**config.mk**
```make
export PLATFORM = sky130hd
export DESIGN_NAME = array_list_insert_delete_top_flat
export DESIGN_NICKNAME = d
export VERILOG_FILES = /design/src/hw/rtl/alid_pkg.sv /design/src/hw/rtl/alid_if.sv /design/src/hw/rtl/alid_datapath.sv /design/src/hw/rtl/alid_ctrl.sv /design/src/hw/rtl/array_list_insert_delete_top.sv /design/src/flat_wrapper.sv
export VERILOG_INCLUDE_DIRS = /design/src /design/src/hw/rtl
export SDC_FILE = /design/constraint.sdc
export NUM_CORES = 1
export LEC_CHECK = 0
export ABC_AREA = 1
export BUFFER_PORTS_ARGS = -buffer_cell sky130_fd_sc_hd__buf_2
export CORE_MARGIN = 3
export CORE_UTILIZATION = 30
export CTS_CLUSTER_DIAMETER = 30
export DETAILED_ROUTE_END_ITERATION = 6
export GPL_ROUTABILITY_DRIVEN = 0
export GPL_TIMING_DRIVEN = 0
export PLACE_DENSITY = 0.55
export SLEW_MARGIN = 10
export SYNTH_ARGS = -nofsm -noshare
export SYNTH_HDL_FRONTEND = slang
export SYNTH_HIERARCHICAL = 1
export SYNTH_SLANG_ARGS = --single-unit
```
**constraint.sdc**
```tcl
create_clock -name clock -period 17.2 [get_ports clock]
set_input_delay 3.44 -clock clock [delete_from_list [all_inputs] [get_ports clock]]
set_output_delay 3.44 -clock clock [all_outputs]
set_load 0.01 [all_outputs]
```
**src/hw/rtl/array_list_insert_delete_top_assert.svh**
```systemverilog
// assertion macros shared by the list block
`ifndef ARRAY_LIST_INSERT_DELETE_TOP_ASSERT_SVH
`define ARRAY_LIST_INSERT_DELETE_TOP_ASSERT_SVH

// same-cycle implication
`define ALID_ASSERT_IMPLY(label, clk, rst, ante, cons, msg) \
   label: assert property (@(posedge clk) disable iff (rst) (ante) |-> (cons)) else $error(msg);

// next-cycle implication
`define ALID_ASSERT_NEXT(label, clk, rst, ante, cons, msg) \
   label: assert property (@(posedge clk) disable iff (rst) (ante) |=> (cons)) else $error(msg);

`endif

```
**src/hw/rtl/alid_pkg.sv**
```systemverilog
package alid_pkg;

   localparam int DATA_W       = 32;
   localparam int FUNC_W       = 2;
   localparam int POS_W        = 4;
   localparam int STATUS_W     = 2;
   localparam int COUNT_W      = 5;
   localparam int CAPACITY_DEF = 16;

   typedef enum logic [FUNC_W-1:0] {
      FUNC_INSERT = 2'd0,
      FUNC_DELETE = 2'd1,
      FUNC_SORTED = 2'd2,
      FUNC_READ   = 2'd3
   } func_type;

   typedef enum logic [STATUS_W-1:0] {
      ST_DONE   = 2'd0,
      ST_FULL   = 2'd1,
      ST_BEYOND = 2'd2
   } status_type;

   typedef enum logic [2:0] {
      IDX_HOLD  = 3'd0,
      IDX_COUNT = 3'd1,
      IDX_POS   = 3'd2,
      IDX_DEC   = 3'd3,
      IDX_INC   = 3'd4
   } idx_sel_type;

   typedef struct packed {
      logic        req_ready;
      logic        set_status;
      status_type  status;
      idx_sel_type idx_sel;
      logic        mem_rd;
      logic        mem_wr;
      logic        wr_value;
      logic        count_inc;
      logic        count_dec;
      logic        out_load;
   } cmd_type;

   typedef struct packed {
      logic     req_valid;
      func_type func;
      logic     full;
      logic     pos_gt_count;
      logic     pos_ge_count;
      logic     idx_gt_pos;
      logic     del_more;
      logic     greater;
      logic     idx_zero;
      logic     out_free;
   } sts_type;

endpackage

```
**src/hw/rtl/alid_if.sv**
```systemverilog
interface alid_req_if import alid_pkg::*; ();
   logic                     valid;
   logic                     ready;
   logic [FUNC_W-1:0]        func;
   logic [POS_W-1:0]         position;
   logic signed [DATA_W-1:0] value;

   modport source (output valid, output func, output position, output value, input ready);
   modport sink (input valid, input func, input position, input value, output ready);
endinterface

interface alid_rsp_if import alid_pkg::*; ();
   logic                     valid;
   logic                     ready;
   logic [STATUS_W-1:0]      status;
   logic [COUNT_W-1:0]       item_count;
   logic [POS_W-1:0]         placed_at;
   logic signed [DATA_W-1:0] read_value;

   modport source (output valid, output status, output item_count, output placed_at,
                   output read_value, input ready);
   modport sink (input valid, input status, input item_count, input placed_at,
                 input read_value, output ready);
endinterface

```
**src/hw/rtl/alid_datapath.sv**
```systemverilog
module alid_datapath import alid_pkg::*; #(
   parameter int CAPACITY = CAPACITY_DEF
) (
   input  logic    clock,
   input  logic    reset,
   alid_req_if.sink   req_if,
   alid_rsp_if.source rsp_if,
   input  cmd_type cmd,
   output sts_type sts
);

   localparam int AW = $clog2(CAPACITY);
   localparam int IW = $clog2(CAPACITY + 1);
   localparam int CW = (IW > POS_W) ? IW : POS_W;

   logic signed [DATA_W-1:0] entries_ff [CAPACITY];
   logic signed [DATA_W-1:0] rdata_ff;

   func_type                 func_ff;
   logic [POS_W-1:0]         pos_ff;
   logic signed [DATA_W-1:0] val_ff;
   logic [AW-1:0]            idx_ff, idx_in;
   logic [IW-1:0]            count_ff, count_in;
   status_type               status_ff, status_in;

   logic                     rsp_valid_ff, rsp_valid_in;
   logic [STATUS_W-1:0]      rsp_status_ff;
   logic [COUNT_W-1:0]       rsp_count_ff;
   logic [POS_W-1:0]         rsp_placed_ff;
   logic signed [DATA_W-1:0] rsp_read_ff;

   logic                     req_fire;
   logic [AW-1:0]            rd_addr;
   logic signed [DATA_W-1:0] wdata;
   logic [CW-1:0]            pos_ext, count_ext, idx_ext;
   logic                     placed_ok, read_ok;

   assign req_if.ready = cmd.req_ready;
   assign req_fire     = req_if.valid & cmd.req_ready;

   assign pos_ext   = CW'(pos_ff);
   assign count_ext = CW'(count_ff);
   assign idx_ext   = CW'(idx_ff);

   // status toward the controller
   always_comb begin
      sts.req_valid    = req_if.valid;
      sts.func         = func_ff;
      sts.full         = (count_ff >= IW'(CAPACITY));
      sts.pos_gt_count = (pos_ext > count_ext);
      sts.pos_ge_count = (pos_ext >= count_ext);
      sts.idx_gt_pos   = (idx_ext > pos_ext);
      sts.del_more     = ((IW'(idx_ff) + IW'(1)) < count_ff);
      sts.greater      = (rdata_ff > val_ff);
      sts.idx_zero     = (idx_ff == '0);
      sts.out_free     = ~rsp_valid_ff | rsp_if.ready;
   end

   // neighbor address for the shift: below for inserts, above for delete; a read uses the index itself
   always_comb begin
      case (func_ff)
         FUNC_DELETE: rd_addr = idx_ff + AW'(1);
         FUNC_READ:   rd_addr = idx_ff;
         default:     rd_addr = idx_ff - AW'(1);
      endcase
   end

   assign wdata = cmd.wr_value ? val_ff : rdata_ff;

   always_ff @(posedge clock) begin
      if (cmd.mem_wr) begin
         entries_ff[idx_ff] <= wdata;
      end
      if (cmd.mem_rd) begin
         rdata_ff <= entries_ff[rd_addr];
      end
   end

   always_comb begin
      case (cmd.idx_sel)
         IDX_COUNT: idx_in = AW'(count_ff);
         IDX_POS:   idx_in = AW'(pos_ff);
         IDX_DEC:   idx_in = idx_ff - AW'(1);
         IDX_INC:   idx_in = idx_ff + AW'(1);
         default:   idx_in = idx_ff;
      endcase
   end

   always_comb begin
      count_in = count_ff;
      if (cmd.count_inc) begin
         count_in = count_ff + IW'(1);
      end else if (cmd.count_dec) begin
         count_in = count_ff - IW'(1);
      end
   end

   always_comb begin
      status_in = status_ff;
      if (req_fire) begin
         status_in = ST_DONE;
      end else if (cmd.set_status) begin
         status_in = cmd.status;
      end
   end

   always_ff @(posedge clock) begin
      if (req_fire) begin
         func_ff <= func_type'(req_if.func);
         pos_ff  <= req_if.position;
         val_ff  <= req_if.value;
      end
      idx_ff    <= idx_in;
      status_ff <= status_in;
   end

   always_ff @(posedge clock) begin
      if (reset) begin
         count_ff <= '0;
      end else begin
         count_ff <= count_in;
      end
   end

   // output register
   assign placed_ok = (status_ff == ST_DONE) &&
                      ((func_ff == FUNC_INSERT) || (func_ff == FUNC_SORTED));
   assign read_ok   = (status_ff == ST_DONE) && (func_ff == FUNC_READ);

   always_comb begin
      rsp_valid_in = rsp_valid_ff;
      if (cmd.out_load) begin
         rsp_valid_in = 1'b1;
      end else if (rsp_if.ready) begin
         rsp_valid_in = 1'b0;
      end
   end

   always_ff @(posedge clock) begin
      if (reset) begin
         rsp_valid_ff <= 1'b0;
      end else begin
         rsp_valid_ff <= rsp_valid_in;
      end
   end

   always_ff @(posedge clock) begin
      if (cmd.out_load) begin
         rsp_status_ff <= status_ff;
         rsp_count_ff  <= COUNT_W'(count_ff);
         rsp_placed_ff <= placed_ok ? POS_W'(idx_ff) : '0;
         rsp_read_ff   <= read_ok ? rdata_ff : '0;
      end
   end

   assign rsp_if.valid      = rsp_valid_ff;
   assign rsp_if.status     = rsp_status_ff;
   assign rsp_if.item_count = rsp_count_ff;
   assign rsp_if.placed_at  = rsp_placed_ff;
   assign rsp_if.read_value = rsp_read_ff;

endmodule

```
**src/hw/rtl/alid_ctrl.sv**
```systemverilog
module alid_ctrl import alid_pkg::*; (
   input  logic    clock,
   input  logic    reset,
   input  sts_type sts,
   output cmd_type cmd
);

   typedef enum logic [5:0] {
      S_IDLE   = 6'b000001,
      S_CHECK  = 6'b000010,
      S_TEST   = 6'b000100,
      S_MOVE   = 6'b001000,
      S_READ   = 6'b010000,
      S_FINISH = 6'b100000
   } state_type;

   state_type state_ff, state_in;

   always_comb begin
      cmd            = '0;
      cmd.status     = ST_DONE;
      cmd.idx_sel    = IDX_HOLD;
      state_in       = state_ff;
      case (state_ff)
         S_IDLE: begin
            cmd.req_ready = ~reset;
            if (sts.req_valid) begin
               state_in = S_CHECK;
            end
         end
         S_CHECK: begin
            case (sts.func)
               FUNC_INSERT: begin
                  if (sts.full) begin
                     cmd.set_status = 1'b1;
                     cmd.status     = ST_FULL;
                     state_in       = S_FINISH;
                  end else if (sts.pos_gt_count) begin
                     cmd.set_status = 1'b1;
                     cmd.status     = ST_BEYOND;
                     state_in       = S_FINISH;
                  end else begin
                     cmd.idx_sel = IDX_COUNT;
                     state_in    = S_TEST;
                  end
               end
               FUNC_DELETE: begin
                  if (sts.pos_ge_count) begin
                     cmd.set_status = 1'b1;
                     cmd.status     = ST_BEYOND;
                     state_in       = S_FINISH;
                  end else begin
                     cmd.idx_sel = IDX_POS;
                     state_in    = S_TEST;
                  end
               end
               FUNC_SORTED: begin
                  if (sts.full) begin
                     cmd.set_status = 1'b1;
                     cmd.status     = ST_FULL;
                     state_in       = S_FINISH;
                  end else begin
                     cmd.idx_sel = IDX_COUNT;
                     state_in    = S_TEST;
                  end
               end
               FUNC_READ: begin
                  if (sts.pos_ge_count) begin
                     cmd.set_status = 1'b1;
                     cmd.status     = ST_BEYOND;
                     state_in       = S_FINISH;
                  end else begin
                     cmd.idx_sel = IDX_POS;
                     state_in    = S_READ;
                  end
               end
               default: state_in = S_IDLE;
            endcase
         end
         // decide whether another entry has to move
         S_TEST: begin
            case (sts.func)
               FUNC_INSERT: begin
                  if (sts.idx_gt_pos) begin
                     cmd.mem_rd = 1'b1;
                     state_in   = S_MOVE;
                  end else begin
                     cmd.mem_wr    = 1'b1;
                     cmd.wr_value  = 1'b1;
                     cmd.count_inc = 1'b1;
                     state_in      = S_FINISH;
                  end
               end
               FUNC_DELETE: begin
                  if (sts.del_more) begin
                     cmd.mem_rd = 1'b1;
                     state_in   = S_MOVE;
                  end else begin
                     cmd.count_dec = 1'b1;
                     state_in      = S_FINISH;
                  end
               end
               FUNC_SORTED: begin
                  if (!sts.idx_zero) begin
                     cmd.mem_rd = 1'b1;
                     state_in   = S_MOVE;
                  end else begin
                     cmd.mem_wr    = 1'b1;
                     cmd.wr_value  = 1'b1;
                     cmd.count_inc = 1'b1;
                     state_in      = S_FINISH;
                  end
               end
               default: state_in = S_FINISH;
            endcase
         end
         S_MOVE: begin
            if ((sts.func == FUNC_SORTED) && !sts.greater) begin
               // gap found: drop the new value in
               cmd.mem_wr    = 1'b1;
               cmd.wr_value  = 1'b1;
               cmd.count_inc = 1'b1;
               state_in      = S_FINISH;
            end else begin
               cmd.mem_wr  = 1'b1;
               cmd.idx_sel = (sts.func == FUNC_DELETE) ? IDX_INC : IDX_DEC;
               state_in    = S_TEST;
            end
         end
         S_READ: begin
            cmd.mem_rd = 1'b1;
            state_in   = S_FINISH;
         end
         S_FINISH: begin
            if (sts.out_free) begin
               cmd.out_load = 1'b1;
               state_in     = S_IDLE;
            end
         end
         default: state_in = S_IDLE;
      endcase
   end

   always_ff @(posedge clock) begin
      if (reset) begin
         state_ff <= S_IDLE;
      end else begin
         state_ff <= state_in;
      end
   end

endmodule

```
**src/hw/rtl/array_list_insert_delete_top.sv**
```systemverilog
// after acceptance: a check state, then for an insert or delete a test state and, per moved
// entry, a memory read and a write, or for a read a read state; a rejected request goes
// straight to the finish state, which loads the output register once it is free; a sorted
// insert stops moving entries at a gap or at index 0. A new request is taken only after the
// last result is loaded; a result may wait in the output register while the next is taken
// reset: synchronous, clears count, sequencer and result valid; entries are not cleared
`include "array_list_insert_delete_top_assert.svh"

module array_list_insert_delete_top import alid_pkg::*; #(
   parameter int CAPACITY = CAPACITY_DEF
) (
   input  logic       clock,
   input  logic       reset,
   alid_req_if.sink   req_if,
   alid_rsp_if.source rsp_if
);

   cmd_type cmd;
   sts_type sts;
   logic    req_take;
   logic    rsp_free;

   alid_ctrl u_ctrl (
      .clock (clock),
      .reset (reset),
      .sts   (sts),
      .cmd   (cmd)
   );

   alid_datapath #(
      .CAPACITY (CAPACITY)
   ) u_datapath (
      .clock  (clock),
      .reset  (reset),
      .req_if (req_if),
      .rsp_if (rsp_if),
      .cmd    (cmd),
      .sts    (sts)
   );

   assign req_take = req_if.valid & req_if.ready;
   assign rsp_free = !rsp_if.valid || rsp_if.ready;

   `ALID_ASSERT_NEXT(a_one_at_a_time, clock, reset, req_take, !req_if.ready, "transaction overlap")
   `ALID_ASSERT_IMPLY(a_no_overwrite, clock, reset, cmd.out_load, rsp_free, "result overwritten")
   `ALID_ASSERT_IMPLY(a_no_overflow, clock, reset, cmd.count_inc, !sts.full, "count past capacity")

endmodule
```
**src/flat_wrapper.sv**
```systemverilog
// flat-port wrapper written by rule: the top's interface ports become plain ports
module array_list_insert_delete_top_flat import alid_pkg::*;
#(
   parameter int CAPACITY = CAPACITY_DEF
)
  (clock, reset, req_if_valid, req_if_func, req_if_position, req_if_value, req_if_ready, rsp_if_valid, rsp_if_status, rsp_if_item_count, rsp_if_placed_at, rsp_if_read_value, rsp_if_ready);
  alid_req_if req_if_i ();
  alid_rsp_if rsp_if_i ();
  input  logic clock;
  input  logic reset;
  input wire logic [$bits(req_if_i.valid)-1:0] req_if_valid;
  input wire logic [$bits(req_if_i.func)-1:0] req_if_func;
  input wire logic [$bits(req_if_i.position)-1:0] req_if_position;
  input wire logic [$bits(req_if_i.value)-1:0] req_if_value;
  output wire logic [$bits(req_if_i.ready)-1:0] req_if_ready;
  output wire logic [$bits(rsp_if_i.valid)-1:0] rsp_if_valid;
  output wire logic [$bits(rsp_if_i.status)-1:0] rsp_if_status;
  output wire logic [$bits(rsp_if_i.item_count)-1:0] rsp_if_item_count;
  output wire logic [$bits(rsp_if_i.placed_at)-1:0] rsp_if_placed_at;
  output wire logic [$bits(rsp_if_i.read_value)-1:0] rsp_if_read_value;
  input wire logic [$bits(rsp_if_i.ready)-1:0] rsp_if_ready;
  assign req_if_i.valid = req_if_valid;
  assign req_if_i.func = req_if_func;
  assign req_if_i.position = req_if_position;
  assign req_if_i.value = req_if_value;
  assign req_if_ready = req_if_i.ready;
  assign rsp_if_valid = rsp_if_i.valid;
  assign rsp_if_status = rsp_if_i.status;
  assign rsp_if_item_count = rsp_if_i.item_count;
  assign rsp_if_placed_at = rsp_if_i.placed_at;
  assign rsp_if_read_value = rsp_if_i.read_value;
  assign rsp_if_i.ready = rsp_if_ready;
  array_list_insert_delete_top #(.CAPACITY(CAPACITY)) u_core (.clock(clock), .reset(reset), .req_if(req_if_i), .rsp_if(rsp_if_i));
endmodule
```
==> summary.md <==
| Metric | Value |
|---|---|
| Post-synthesis sequential area ratio | `0.697` |
| Crit. End Element | `primary output` |
| Max_cap viols | `0` |
| Clk_lat worst skew | `0.70 ns` |
| Portion of total power attributed to sequential cells | `0.377` |
| DR pass1 iterations | `5` |
| Cell taking the most area after synthesis | `edfxtp_1` |
| Gr ovfl total | `0` |
| Clock buffer depth | `3` |
| Sw power | `1.07 mW` |
| WS Path Type | `primary input to primary output` |
| Core Rows | `110` |
| Synth unique cells | `48` |
| NumNets Final | `2,689` |
| Clock buffer count from CTS | `131` |
| Synth Warn # | `6` |
| Placed cell areas | `0.0303 mm^2` |
| Top FF cell, synth | `edfxtp_1` |
| P per Cell Area | `132 mW/mm^2` |
| Final period util | `0.435` |
| Core Box Area | `0.0904 mm^2` |
| Setup repair bufs after CTS | `0` |
| I/O Buffers | `86` |
| Critical Path, Cell by Cell | `buf_2 -> nor2_1 -> buf_4 -> buf_2` |
| Area grow syn2layout | `26.5%` |
| Hold WC Path Type | `register to register` |
| Top cells by area, synth | `edfxtp_1, nand2_1, nand3_1` |
| Post-DP HPWL | `53.3 mm` |
| Max Clock Skew | `0.0416 ns` |
| Critical path's slowest cell | `buf_2` |
| Syn_nets | `2,415` |
| DIE AREA | `0.0953 mm^2` |
| Io pins | `87` |
| Most used cells in the layout excluding fill and tap cells | `nand2_1, edfxtp_1, nand3_1, buf_2, inv_1` |
| Number of global-route vias before repair | `17,996` |
| Asr flop ratio synth | `0` |
| Initial antenna violation count | `0` |
| Sw frac | `0.233` |
| Crit path time final | `7.48 ns` |
| Clk pwr share | `0.557` |
| Logic pwr share | `0.066` |
| Fill count | `8,558` |
| Syn Std Cell Area | `0.0275 mm^2` |
| Internal | `3.53 mW` |
| Overall routing resource usage | `0.160` |
| Rel. slew slack | `0.373` |
| Routed WL per cell | `19.6 um` |
| Initial Util | `0.304` |
| VDD IR max | `0.0748 mV` |
| Die Span Y | `309 um` |
| Initial drt markers | `1,516` |
| Post-CTS sizing | `0` |
| Post-Route WL | `76.1 mm` |
| CP required | `13.76 ns` |
| Clock slew at reported path FFs | `0.05 ns` |
| Die Wd | `309 um` |
| Setup_tns | `0 ns` |
| Crit-path max FO | `11` |
| Vias per cell | `4.69` |
| Synth Register Bits | `643` |
| Leak | `13.3 nW` |
| Fin. Hold Viols | `0` |
| Post-CTS Hold Fix Bufs | `0` |
| RSZ-0062 raised after global routing | `no` |
| First-pass GRT wire length | `112 mm` |
| Root Driver | `clkbuf_16` |
| Final instance area | `0.0348 mm^2` |
| Most common cell after layout, fill and taps aside | `nand2_1` |
| Syn_area_per_cell | `11.9 um^2` |
| CTS tree | `built` |
| Register Area | `0.0192 mm^2` |
| Synthesized instance count | `2,320` |
| Drt drc | `0` |
| EDFF count, synth | `629` |
| Least-Margin Pin Slew | `0.940 ns` |
| Clock sink count | `643` |
| Proportion of layout cells with a drive suffix above 1 | `0.191` |
| WHS | `0.445 ns` |
| Post-route ant nets | `0` |
| Fmax | `134 MHz` |
| Synth top area share | `0.687` |
| Status | `complete, no violations` |
| Crit start category | `primary input` |
| Area of the multi-input gates | `0.00730 mm^2` |
| Final setup violation count | `0` |
| H-tree depth | `4` |
| ANT cells | `0` |
| Slew Viols, Final | `0` |
| Critical path arrival | `4.04 ns` |
| Largest net degree at the start of global routing | `24` |
| Via count | `18,180` |
| Most used cell, CP | `buf_2` |
| Crit-path max cell delay | `0.22 ns` |
metrics by stage:
stage | std cells | total power [mW] | utilization | setup slack [ns]
after detailed placement | 3637 | 2.06 | 0.335 | 9.70
after CTS | 3877 | 4.64 | 0.385 | 9.70
after floorplan | 2320 | 1.95 | - | 8.90
after global routing | 3877 | 4.75 | 0.385 | 9.65
after global placement | 3582 | 2.06 | 0.325 | 6.66
final | 3877 | 4.60 | 0.385 | 9.72
routing by layer:
layer,wire [um],vias to the layer above,GRT usage
li1,-,8693,-
met1,32500,8700,0.207
met2,35300,636,0.257
met3,6150,151,0.0392
met4,2260,0,0.0634
met5,0,-,0
Yosys cell counts (9+ instances only):
library cell,instances
nand3_1,213
edfxtp_1,629
a21oi_1,27
clkbuf_1,19
nor2_1,92
o21ai_0,46
o211ai_1,96
inv_2,10
buf_2,76
inv_1,136
or2_2,17
or2_1,72
a21o_1,66
ha_1,52
nand2_1,675
or2_0,9
buf_4,16
dfxtp_1,14
critical path: cells and delay by family:
kind,cells,cell delay (ns)
AND/OR/NAND/NOR,1,0.10
buffers and inverters,3,0.49
sequential cells by signal (all words and copies together) (netlist names):
| name | count |
|---|---|
| u_core/u_datapath/count_ext | 5 |
| u_core/u_datapath/pos_ff | 4 |
| u_core/u_datapath/idx_ff | 4 |
| u_core/u_datapath/entries_ff | 512 |
| u_core/u_datapath/rdata_ff | 32 |
| u_core/u_datapath/rsp_if.read_value | 32 |
| u_core/u_datapath/rsp_if.valid | 1 |
| u_core/u_datapath/func_ff | 2 |
| u_core/u_datapath/val_ff | 32 |
| u_core/u_datapath/rsp_if.status | 2 |
| u_core/u_datapath/rsp_if.item_count | 5 |
| u_core/u_ctrl/state_ff | 6 |
| u_core/u_datapath/status_ff | 2 |
| u_core/u_datapath/rsp_if.placed_at | 4 |
cells by family after synthesis:
kind of cell	Yosys count	synth area share
and+or+nand+nor	1102	0.172
DFF	643	0.697
buffers and inverters	264	0.0424
AOI/OAI and AO/OA	253	0.0626
adders and majority gates	53	0.0244
xor gates and xnor gates	5	0.00187
cell type report:
cell class / instances / share of cell area
Sequential cell: 643 / 0.551
Multi-Input combinational cell: 1413 / 0.210
Clock buffer: 146 / 0.0971
Tap cell: 1176 / 0.0423
Clock inverter: 94 / 0.0334
Timing Repair Buffer: 141 / 0.0330
Buffer: 118 / 0.0177
Inverter: 146 / 0.0158
worst paths after layout:
| kind | slack, ns | to | startpoint | depth (start not counted) |
|---|---|---|---|---|
| setup reg to reg | 11.70 | u_core/u_datapath/entries_ff[13][28]$_DFFE_PP_ | u_core/u_datapath/rdata_ff[31]$_DFFE_PP_ | 17 |
| hold reg to reg | 0.45 | u_core/u_datapath/rsp_if.status[0]$_DFFE_PP_ | u_core/u_datapath/status_ff[0]$_SDFFE_PP0P_ | 0 |
| hold / removal | 0.45 | u_core/u_datapath/rsp_if.status[0]$_DFFE_PP_ | u_core/u_datapath/status_ff[0]$_SDFFE_PP0P_ | 0 |
| setup / recovery | 9.72 | req_if_ready | reset | 4 |
power groups by stage:
stage	combinational, mW	sequential (mW)	clock [mW]
2_1_floorplan	0.190	1.76	0
3_3_place_gp	0.297	1.76	0
3_5_place_dp	0.302	1.76	0
4_1_cts	0.303	1.73	2.61
5_1_grt	0.334	1.73	2.68
6_report	0.304	1.73	2.56
No activity file was read; power rests on OpenSTA's default activity.
